`src/sv/bint_pkg.sv`:
```
// Package for the bitmap-indexed trie node: sizes, codes, types and popcount.
`default_nettype none
package bint_pkg;

  // Slot selection: low SLOT_BITS hash bits, SLOTS real slots (at most 64).
  localparam int unsigned SLOT_BITS = 6;
  localparam int unsigned SLOTS     = 64;

  // Fixed field widths.
  localparam int unsigned MAP_W   = 64;
  localparam int unsigned CHILD_W = 64;
  localparam int unsigned RANK_W  = 6;
  localparam int unsigned COUNT_W = 7;
  localparam int unsigned CELLS   = 64;

  // Request codes.
  localparam logic REQ_LOOKUP = 1'b0;
  localparam logic REQ_INSERT = 1'b1;

  // Sequencer states.
  typedef enum logic {
    ST_IDLE,
    ST_EXEC
  } state_e;

  // Broadcast control from the sequencer to every cell.
  typedef struct packed {
    logic                 ins;
    logic [RANK_W-1:0]    rank;
    logic [CHILD_W-1:0]   child;
  } cell_ctrl_t;

  // Population count as a six-level adder tree.
  function automatic logic [COUNT_W-1:0] popcnt64(input logic [MAP_W-1:0] v);
    logic [COUNT_W-1:0] s [MAP_W];
    for (int i = 0; i < MAP_W; i++) begin
      s[i] = COUNT_W'(v[i]);
    end
    for (int lvl = 0; lvl < 6; lvl++) begin
      for (int j = 0; j < (MAP_W >> (lvl + 1)); j++) begin
        s[j] = s[2*j] + s[2*j+1];
      end
    end
    return s[0];
  endfunction

endpackage
`default_nettype wire

```
`src/sv/bint_cell.sv`:
```
// One entry of the compacted child array; shifts up from its lower neighbor.
`default_nettype none
module bint_cell
  import bint_pkg::*;
(
  input  wire logic                clk_i,
  input  wire cell_ctrl_t          ctrl_i,
  input  wire logic [RANK_W-1:0]   idx_i,
  input  wire logic [CHILD_W-1:0]  prev_i,
  output logic      [CHILD_W-1:0]  data_o,
  output logic      [CHILD_W-1:0]  rd_o
);

  logic [CHILD_W-1:0] data_q;
  logic [CHILD_W-1:0] data_d;
  logic               at_rank;
  logic               above_rank;

  assign at_rank    = (idx_i == ctrl_i.rank);
  assign above_rank = (idx_i > ctrl_i.rank);

  // Insert: cells above the rank take the neighbor's entry, the rank cell the new child
  always_comb begin
    data_d = data_q;
    if (ctrl_i.ins && above_rank) begin
      data_d = prev_i;
    end else if (ctrl_i.ins && at_rank) begin
      data_d = ctrl_i.child;
    end
  end

  always_ff @(posedge clk_i) begin
    data_q <= data_d;
  end

  assign data_o = data_q;
  // read contribution, zero unless this cell sits at the rank
  assign rd_o   = at_rank ? data_q : '0;

endmodule
`default_nettype wire
```
`config.mk`:
```
export PLATFORM = sky130hd
export DESIGN_NAME = bint_cell
export DESIGN_NICKNAME = d
export VERILOG_FILES = /design/src/sv/bint_pkg.sv /design/src/sv/bint_cell.sv
export SDC_FILE = /design/constraint.sdc
export NUM_CORES = 1
export LEC_CHECK = 0
export BUFFER_PORTS_ARGS = -buffer_cell sky130_fd_sc_hd__buf_4
export CAP_MARGIN = 5
export CORE_MARGIN = 10
export CORE_UTILIZATION = 39
export CTS_CLUSTER_DIAMETER = 50
export DETAILED_ROUTE_END_ITERATION = 8
export GPL_ROUTABILITY_DRIVEN = 0
export PLACE_DENSITY = 0.77
export SLEW_MARGIN = 30
export SYNTH_ARGS = -nofsm -noshare
export SYNTH_HDL_FRONTEND = slang
export SYNTH_SLANG_ARGS = --single-unit
```
`constraint.sdc`:
```
create_clock -name clk_i -period 3.6 [get_ports clk_i]
set_input_delay 0.18 -clock clk_i [delete_from_list [all_inputs] [get_ports clk_i]]
set_output_delay 0.18 -clock clk_i [all_outputs]
set_load 0.05 [all_outputs]
```
==> results.yml, run 1 <==
sta:
  relSlewSlack_pct: 67.1
  finalSetupViolations: 0
  fmax_mhz: 451
  rsz0062_at_grt: "no"
  fin_tns_setup_ps: 0
  finalCritPeriodShare_pct: 61.6
  drv_slew: 0
  worst_slew_pin_slew_ps: 493
  period_needed_ps: 2220
  hold_violations: 0
drt:
  via_per_inst: 4.64
  wl_um: 12300
  antenna_left: 0
  vias: 2835
  firstDrtPassIters: 4
  wire_per_inst_um: 20.1
  drt_iter0_markers: 120
  drc: 0
synthesis:
  yosys_warnings: 0
  ys_ff_latch: 64
  yosysUniqueCellTypes: 19
  syn_area_sq_mm: 0.00333
  avgSynthCellArea_sq_um: 14.5
  netlist_instances: 229
  yosysSeqAreaShare_pct: 57.7
  synth_nets: 377
layout:
  largest_reg_flops: 64
  fillers: 647
  drive_above_1_share_pct: 67.8
  antenna_cells: 0
  synthToLayoutAreaGrowth_pct: 67.8
  fin_util_pct: 67.7
  layout.cells.non_filler: 611
  nNetsFinal: 649
power:
  internal_power_w: 0.00147
  comb_power_share_pct: 33.9
  p_sw_w: 0.000770
  p_per_area_mw_per_mm2: 400
  netSwitchingFraction_pct: 34.4
  seqPwrFrac_pct: 43.8
  peakVddDrop_mv: 0.259
  pwr-share-clk_pct: 22.3
  power_w: 0.00224
  p_leak_nw: 2.58
global_route:
  grt_pass1_vias: 3070
  antenna_found_initial: 0
  grt_pass1_wl_um: 18000
  grt_use_total_pct: 18.3
  grt_max_degree: 40
  grt_overflow: 0
critical_path:
  critPathCaptureType: "output port"
  critPathLaunch: "idx_i[5]"
  crit_path_start_kind: "primary input"
  critPathCapture: "rd_o[23]"
  cp_common_cell: "buf_4"
  worstPathMaxFanout: 39
  required_ps: 3420
  cp.arrival_ps: 2040
  critPathMaxStageDelay_ps: 450
  cp_slowest_cell: "nor2_4"
  crit_type: "primary input to output port"
  crit_chain: "buf_4, ha_1, nand4_1, nor2_4, buf_4, and2_1, buf_4"
cts:
  cts_buffer_depth: 2
  cts_setup_buffers: 0
  cts_sinks: 64
  cts_root_buf: "clkbuf_8"
  path_clk_slew_ps: 60
  cts_buffers: 9
  hold_buffers: 0
  htreeDepth: 3
  post_cts_resized: 0
  tritoncts: "built"
placement:
  dp_hpwl_um: 10300
  io_buffers: 269
  dp_cells: 595
die:
  die_y_um: 112
  io_pins: 270
  die_area_sq_mm: 0.0126
  core_area_sq_mm: 0.00826
  std_cell_rows: 33
  start_util_pct: 40.3
  die-width_um: 112
worst_hold_path:
  worst_hold_path_type: "primary input to flop"
outcome:
  status: "complete, no violations"
job:
  maxCapViolCount: 0
-- how the worst min path moves through the flow --
stage / startpoint / to / cells after the start
detailed placement: ctrl_i[4] / data_o[4] / 2
global route: prev_i[35] / data_o[35] / 2
finish: ctrl_i[6] / data_o[6] / 2
CTS: ctrl_i[4] / data_o[4] / 2
floorplan: ctrl_i[10] / data_o[10] / 1
global placement: ctrl_i[39] / data_o[39] / 2
-- power groups by stage --
stage	registers [W]	clock network [W]	logic (W)
3_5_place_dp	0.000995	0	0.000767
4_1_cts	0.000981	0.000519	0.000768
2_1_floorplan	0.00128	0	0.000179
5_1_grt	0.000990	0.000559	0.000794
6_report	0.000979	0.000499	0.000759
3_3_place_gp	0.000993	0	0.000756
-- logic make-up after synthesis --
family	Yosys count	synth area share (%)
AO/OA/AOI/OAI	6	1.95
adder cells (fa/ha/maj)	6	2.25
buffers and inverters	19	3.49
AND/OR/NAND/NOR	70	12.9
flip-flops	64	57.7
multiplexers	64	21.6
-- Yosys cell counts (all sizes together) --
library cell  count  share of area, %
nor2              1              0.11
o21ai             1              0.15
nor2b             1              0.19
nand4             1              0.19
ha                6               2.3
a21o              1              0.23
clkbuf            7              0.79
o21a              1              0.23
mux2             64                22
inv               6              0.68
a31oi             1              0.64
nand2             1              0.11
and2             64                12
buf               6               2.0
edfxtp           64                58
nand3             2              0.30
a21oi             1              0.15
o21bai            1              0.56
-- worst max-delay path, delay by kind of cell --
kind          cells  cell delay [ps]
simple gates      3              840
buf+inv           3              690
fa+ha+maj         1              300
-- routing by layer --
| metal | part of all wire, % | vias up | track usage (%) | wire length (um) |
|---|---|---|---|---|
| met3 | 12 | 8 | 9.16 | 1470 |
| met2 | 53 | 169 | 33.3 | 6560 |
| met4 | 0.82 | 0 | 5.50 | 100 |
| met1 | 34 | 1295 | 17.7 | 4130 |
| met5 | 0 | - | 0 | 0 |
| li1 | - | 1363 | - | - |
-- layout by cell type (no fill, tap or decap), types with 2 or more instances in the layout --
cell type / count
nand3_1: 2
clkbuf_1: 2
clkbuf_8: 9
and2_1: 64
inv_1: 6
ha_1: 6
mux2_1: 12
clkinv_2: 4
edfxtp_1: 64
buf_4: 274
mux2_2: 52
-- final cells by class --
class / count / area [sq um] / area share (%)
repair buffers: 274 / 2060 / 36.8
flip-flops and latches: 64 / 1920 / 34.4
multi-input cells: 146 / 1300 / 23.3
clock buffers: 11 / 131 / 2.35
well taps: 105 / 131 / 2.35
clock inverters: 5 / 23.8 / 0.425
inverters: 6 / 22.5 / 0.403
-- metrics by stage --
step	hold WS, ps	cell area (sq um)	setup slack (ps)
2_1_floorplan	381	3330	696
3_5_place_dp	469	5430	1250
3_3_place_gp	463	5430	1280
5_1_grt	131	5590	1200
6_report	148	5590	1380
4_1_cts	125	5590	1340
Power figures use the tool's default switching activity.
==> run 2, diff against run 1 <==
--- a/config.mk
+++ b/config.mk
@@ -5,14 +5,15 @@
 export SDC_FILE = /design/constraint.sdc
 export NUM_CORES = 1
 export LEC_CHECK = 0
+export ABC_AREA = 1
 export BUFFER_PORTS_ARGS = -buffer_cell sky130_fd_sc_hd__buf_4
 export CAP_MARGIN = 5
 export CORE_MARGIN = 10
-export CORE_UTILIZATION = 39
+export CORE_UTILIZATION = 37
 export CTS_CLUSTER_DIAMETER = 50
 export DETAILED_ROUTE_END_ITERATION = 8
 export GPL_ROUTABILITY_DRIVEN = 0
-export PLACE_DENSITY = 0.77
+export PLACE_DENSITY = 0.75
 export SLEW_MARGIN = 30
 export SYNTH_ARGS = -nofsm -noshare
 export SYNTH_HDL_FRONTEND = slang
==> constraint.sdc (replaced) <==
create_clock -name clk_i -period 2 [get_ports clk_i]
set_input_delay 0.1 -clock clk_i [delete_from_list [all_inputs] [get_ports clk_i]]
set_output_delay 0.1 -clock clk_i [all_outputs]
set_load 0.05 [all_outputs]
==> run 2 against run 1 <==
  * Synthesized cell count increased by 95%
  * Worst setup slack got worse by 1100 ps
  * Non-clock buffer count is 5 higher
  * Combinational power is 110% higher
  * Final area increased by 6.6%
  * Highest routed layer unchanged
==> results.yml, run 2 <==
global_route:
  grt_use_total_pct: 18.9
  grt_overflow: 0
  grt_max_degree: 45
  grt_pass1_wl_um: 21300
  grt_pass1_vias: 4127
  antenna_found_initial: 0
drt:
  drc: 0
  wire_per_inst_um: 16.3
  wl_um: 13800
  antenna_left: 0
  drt_iter0_markers: 224
  firstDrtPassIters: 5
  vias: 3825
  via_per_inst: 4.52
sta:
  hold_violations: 0
  finalSetupViolations: 0
  finalCritPeriodShare_pct: 86.9
  fmax_mhz: 575
  rsz0062_at_grt: "no"
  worst_slew_pin_slew_ps: 471
  drv_slew: 0
  fin_tns_setup_ps: 0
  period_needed_ps: 1740
  relSlewSlack_pct: 68.6
power:
  comb_power_share_pct: 35.8
  pwr-share-clk_pct: 23.8
  p_sw_w: 0.00166
  netSwitchingFraction_pct: 37.2
  p_leak_nw: 3.28
  peakVddDrop_mv: 0.321
  seqPwrFrac_pct: 40.4
  p_per_area_mw_per_mm2: 748
  internal_power_w: 0.00280
outcome:
  status: "complete, no violations"
critical_path:
  cp_common_cell: "buf_4"
  crit_type: "primary input to output port"
  crit_path_start_kind: "primary input"
  required_ps: 1900
  critPathMaxStageDelay_ps: 300
  worstPathMaxFanout: 44
  crit_chain: "buf_4, inv_8, ha_4, nand2_2, nor2_2, nand2_2, buf_4, nor2_1, buf_4"
  cp_slowest_cell: "buf_4"
  critPathBufInv: 4
  worst_path_dominant_cell_family: "buffers and inverters"
  critPathCaptureType: "output port"
  cp.arrival_ps: 1640
cts:
  cts_root_buf: "clkbuf_8"
  post_cts_resized: 0
  htreeDepth: 3
  path_clk_slew_ps: 70
  cts_setup_buffers: 0
  cts_sinks: 64
  hold_buffers: 0
  cts_buffers: 9
  cts_buffer_depth: 2
  tritoncts: "built"
synthesis:
  yosys.area.top_type: "edfxtp_1"
  synthTopCellsByCount: "139 x nand2_1, 76 x inv_1, 65 x nand3_1"
  syn_area_sq_mm: 0.00362
  yosysSeqAreaShare_pct: 53.1
  yosys-top-cells-area: "edfxtp_1 53%, nand2_1 14%, nand3_1 9.0%"
  yosys_warnings: 0
  synth_edf_count: 64
  yosysTopAreaCellShare_pct: 53.1
  synthArstFlopShare_pct: 0
  ys_ff_latch: 64
  yosysUniqueCellTypes: 13
  synth_nets: 594
  avgSynthCellArea_sq_um: 8.12
  netlist_instances: 446
  synth.most_common_cell: "nand2_1"
  ys.flop_type: "edfxtp_1"
placement:
  io_buffers: 269
  dp_hpwl_um: 11200
  dp_cells: 830
layout:
  multi_input_area_sq_mm: 0.00127
  drive_above_1_share_pct: 43.5
  nNetsFinal: 856
  final_common_cell: "buf_4"
  fillers: 849
  synthToLayoutAreaGrowth_pct: 64.5
  largest_reg_flops: 64
  layout.cells.non_filler: 846
  antenna_cells: 0
  seq_area_sq_mm: 0.00192
  mostFrequentLayoutCells: "277 x buf_4, 135 x nand2_1, 72 x inv_1"
die:
  start_util_pct: 37.6
  die-width_um: 119
  core_area_sq_mm: 0.00964
  std_cell_rows: 36
  die_area_sq_mm: 0.0141
  io_pins: 270
  die_y_um: 119
job:
  maxCapViolCount: 0
worst_hold_path:
  worst_hold_path_type: "primary input to flop"
## run 2: path summary, 6_finish.rpt
kind	endpoint	depth (start not counted)	slack [ps]	startpoint
setup / recovery	rd_o[63]	9	260	ctrl_i[67]
hold / removal	data_o[31]	3	30	ctrl_i[31]
## run 2: kinds of logic (layout without fill, tap and decap cells)
family                   Yosys count  count (layout)  synth area share (%)
adder cells (fa/ha/maj)            6               6                  2.07
AND/OR/NAND/NOR                  269             269                  30.2
buffers and inverters            104             371                  14.3
AO/OA/AOI/OAI                      3               3                 0.414
flip-flops                        64              64                  53.1
## run 2: layout make-up
type	instances	share of cell area (%)
timing repair buffer	279	35.6
multi-input combinational	278	21.3
clock buffer	9	2.08
tap	133	2.79
clock inverter	7	1.05
sequential	64	32.3
inverter	76	4.91
## run 2: worst min-delay path: stages
cell and delay (ps):
buf_4 80, nand2_1 40, nand2_1 40
## run 2: metrics by stage
step           hold WS [ps]  worst slack [ps]  utilization [%]  instance area (sq um)  power [W]
2_1_floorplan           279              -252                -                   3700    0.00284
3_3_place_gp            363               284             59.9                   5770    0.00340
3_5_place_dp            369               238             59.9                   5770    0.00344
4_1_cts                5.01               237             61.8                   5960    0.00450
5_1_grt                10.5               165             61.8                   5960    0.00466
6_report               28.9               262             61.8                   5960    0.00446
## run 2: metal layers
metal	GRT usage (%)	share of wire (%)	wire length, um
met5	0	0	0
met3	6.00	8.2	1130
met1	19.2	37	5050
met2	35.0	53	7370
met4	7.18	1.9	265
## run 2: power by group through the flow
stage	registers, W	clock network (W)	logic (W)
after floorplan	0.00238	0	0.000466
after global placement	0.00182	0	0.00158
after detailed placement	0.00183	0	0.00161
after CTS	0.00180	0.00109	0.00161
after global routing	0.00182	0.00113	0.00171
final	0.00180	0.00106	0.00159
==> run 3, diff against run 2 <==
--- a/config.mk
+++ b/config.mk
@@ -18,3 +18,4 @@
 export SYNTH_ARGS = -nofsm -noshare
 export SYNTH_HDL_FRONTEND = slang
 export SYNTH_SLANG_ARGS = --single-unit
+export TNS_END_PERCENT = 20
==> constraint.sdc (replaced) <==
create_clock -name clk_i -period 1.4 [get_ports clk_i]
set_input_delay 0.07 -clock clk_i [delete_from_list [all_inputs] [get_ports clk_i]]
set_output_delay 0.07 -clock clk_i [all_outputs]
set_load 0.05 [all_outputs]
==> run 3 against run 2 <==
  * The run now ends with setup timing left
  * Total power grew 41%
  * Final cell count grew 2.7%
  * Clock power rose by 20%
  * Combinational power grew 53%
  * Sequential share of layout area fell by 3.0 points
  * Worst setup slack worse by 270 ps
  * Die area is the same
  * Critical endpoint is now rd_o[27]
  * Largest cell class unchanged
  * Highest routed layer unchanged
==> results.yml, run 3 (same netlist as run 2, synthesis figures left out) <==
outcome:
  status: "complete, but fails checks"
  failed_checks: "setup timing"
critical_path:
  worstPathMaxFanout: 20
  cp.arrival_ps: 1330
  critPathMaxStageDelay_ps: 250
  required_ps: 1330
  crit_path_start_kind: "primary input"
  crit_chain: "buf_4, inv_8, ha_4, nand2_2, nor2_4, nand2_4, buf_8, nor2_1, buf_6"
  cp_slowest_cell: "ha_4"
  crit_type: "primary input to output port"
  critPathCaptureType: "output port"
die:
  core_area_sq_mm: 0.00964
  io_pins: 270
  die_y_um: 119
  die_area_sq_mm: 0.0141
  std_cell_rows: 36
  die-width_um: 119
  start_util_pct: 37.6
sta:
  rsz0062_at_grt: "yes"
  fmax_mhz: 712
  hold_violations: 0
  finalCritPeriodShare_pct: 100
  fin_ws_ps: -4.46
  worst_slew_pin_slew_ps: 355
  period_needed_ps: 1400
  drv_slew: 0
  finalSetupViolations: 1
  relSlewSlack_pct: 76.3
  hold_ws_ps: 17.6
drt:
  vias: 4014
  antenna_left: 0
  wl_met2_um: 8100
  met1Wirelength_um: 5290
  highest_layer: "met4"
  drc: 0
  wire_per_inst_um: 17.1
  met3WireLength_um: 1210
  wl_um: 14800
  via_per_inst: 4.62
  firstDrtPassIters: 4
  drt_iter0_markers: 264
power:
  comb_power_share_pct: 38.8
  p_leak_nw: 3.43
  seqPwrFrac_pct: 41.0
  netSwitchingFraction_pct: 38.2
  p_per_area_mw_per_mm2: 957
  peakVddDrop_mv: 0.524
  internal_power_w: 0.00388
  pwr-share-clk_pct: 20.2
  p_sw_w: 0.00240
global_route:
  antenna_found_initial: 0
  grt_use_total_pct: 19.3
  grt_pass1_wl_um: 22100
  grt_pass1_vias: 4262
  grt_max_degree: 35
  grt_overflow: 0
cts:
  path_clk_slew_ps: 70
  tritoncts: "built"
  htreeDepth: 3
  cts_buffer_depth: 2
  cts_sinks: 64
  cts_buffers: 9
  cts_root_buf: "clkbuf_8"
placement:
  dp_cells: 830
  io_buffers: 269
  dp_hpwl_um: 11100
layout:
  synthToLayoutAreaGrowth_pct: 81.3
  nNetsFinal: 879
  final_common_cell: "buf_4"
  mostFrequentLayoutCells: "217 x buf_4, 135 x nand2_1, 71 x inv_1, 64 x nand3_1, 64 x edfxtp_1"
  layout.cells.non_filler: 869
  drive_above_1_share_pct: 48.3
  largest_reg_flops: 64
job:
  maxCapViolCount: 0
worst_hold_path:
  worst_hold_path_type: "primary input to flop"
==> run 3: changes by cell type in the layout (fill, tap and decap cells not counted), moves of 4 or more <==
cell           before  now
buf_4             277  217
nor2_1             64   20
nor2_2              1   44
dlygate4sd3_1       0   20
buf_6               0   57
buf_12              2    6
==> run 3: layout make-up <==
| class | instances | area, sq um |
|---|---|---|
| Antenna cell | 1 | 2.50 |
| Clock buffer | 10 | 128 |
| Clock inverter | 5 | 25.0 |
| Fill cell | 764 | 3070 |
| Inverter | 76 | 293 |
| Multi-Input combinational cell | 278 | 1400 |
| Sequential cell | 64 | 1920 |
| Tap cell | 133 | 166 |
| Timing Repair Buffer | 302 | 2630 |
==> run 3: power by group through the flow <==
stage	Combinational, W	Sequential [W]	Clock (W)
2_1_floorplan	0.000665	0.00340	0
3_3_place_gp	0.00228	0.00261	0
4_1_cts	0.00240	0.00258	0.00131
5_1_grt	0.00258	0.00260	0.00140
6_report	0.00244	0.00258	0.00127
3_5_place_dp	0.00232	0.00261	0
==> run 3: per-layer routing <==
metal / up-vias / global-route usage (%)
met5: - / 0
met4: 0 / 6.56
met3: 15 / 6.38
met2: 187 / 37.0
met1: 1865 / 19.1
li1: 1947 / -
==> run 3: per-stage QoR <==
step	total power [W]	TNS [ps]	setup WS, ps	utilization, %	area (sq um)
after floorplan	0.00406	-64210	-822	-	3700
after global placement	0.00489	-38050	-303	60.1	5800
after detailed placement	0.00493	-48550	-363	60.1	5800
after CTS	0.00629	0	33.5	65.7	6330
after global routing	0.00658	-1240	-75.3	68.1	6560
final	0.00628	-4.46	-4.46	68.1	6570
==> run 3: worst max-delay path, delay by kind of cell <==
family,cells,cell delay (ps)
buf+inv,4,510
simple gates,4,480
fa+ha+maj,1,250
==> run 3: worst paths after layout <==
check  startpoint  cells after the start          to
min    ctrl_i[35]                      3  data_o[35]
max    ctrl_i[67]                      9    rd_o[27]
==> run 3: what timing repair did <==
item	in CTS	in global routing
setup endpoints to repair	98	97
gates resized for setup	45	66
endpoints found under the hold margin	20	0
pin swaps	1	2
buffers inserted	1	1
gates cloned	1	0
hold buffers	20	0
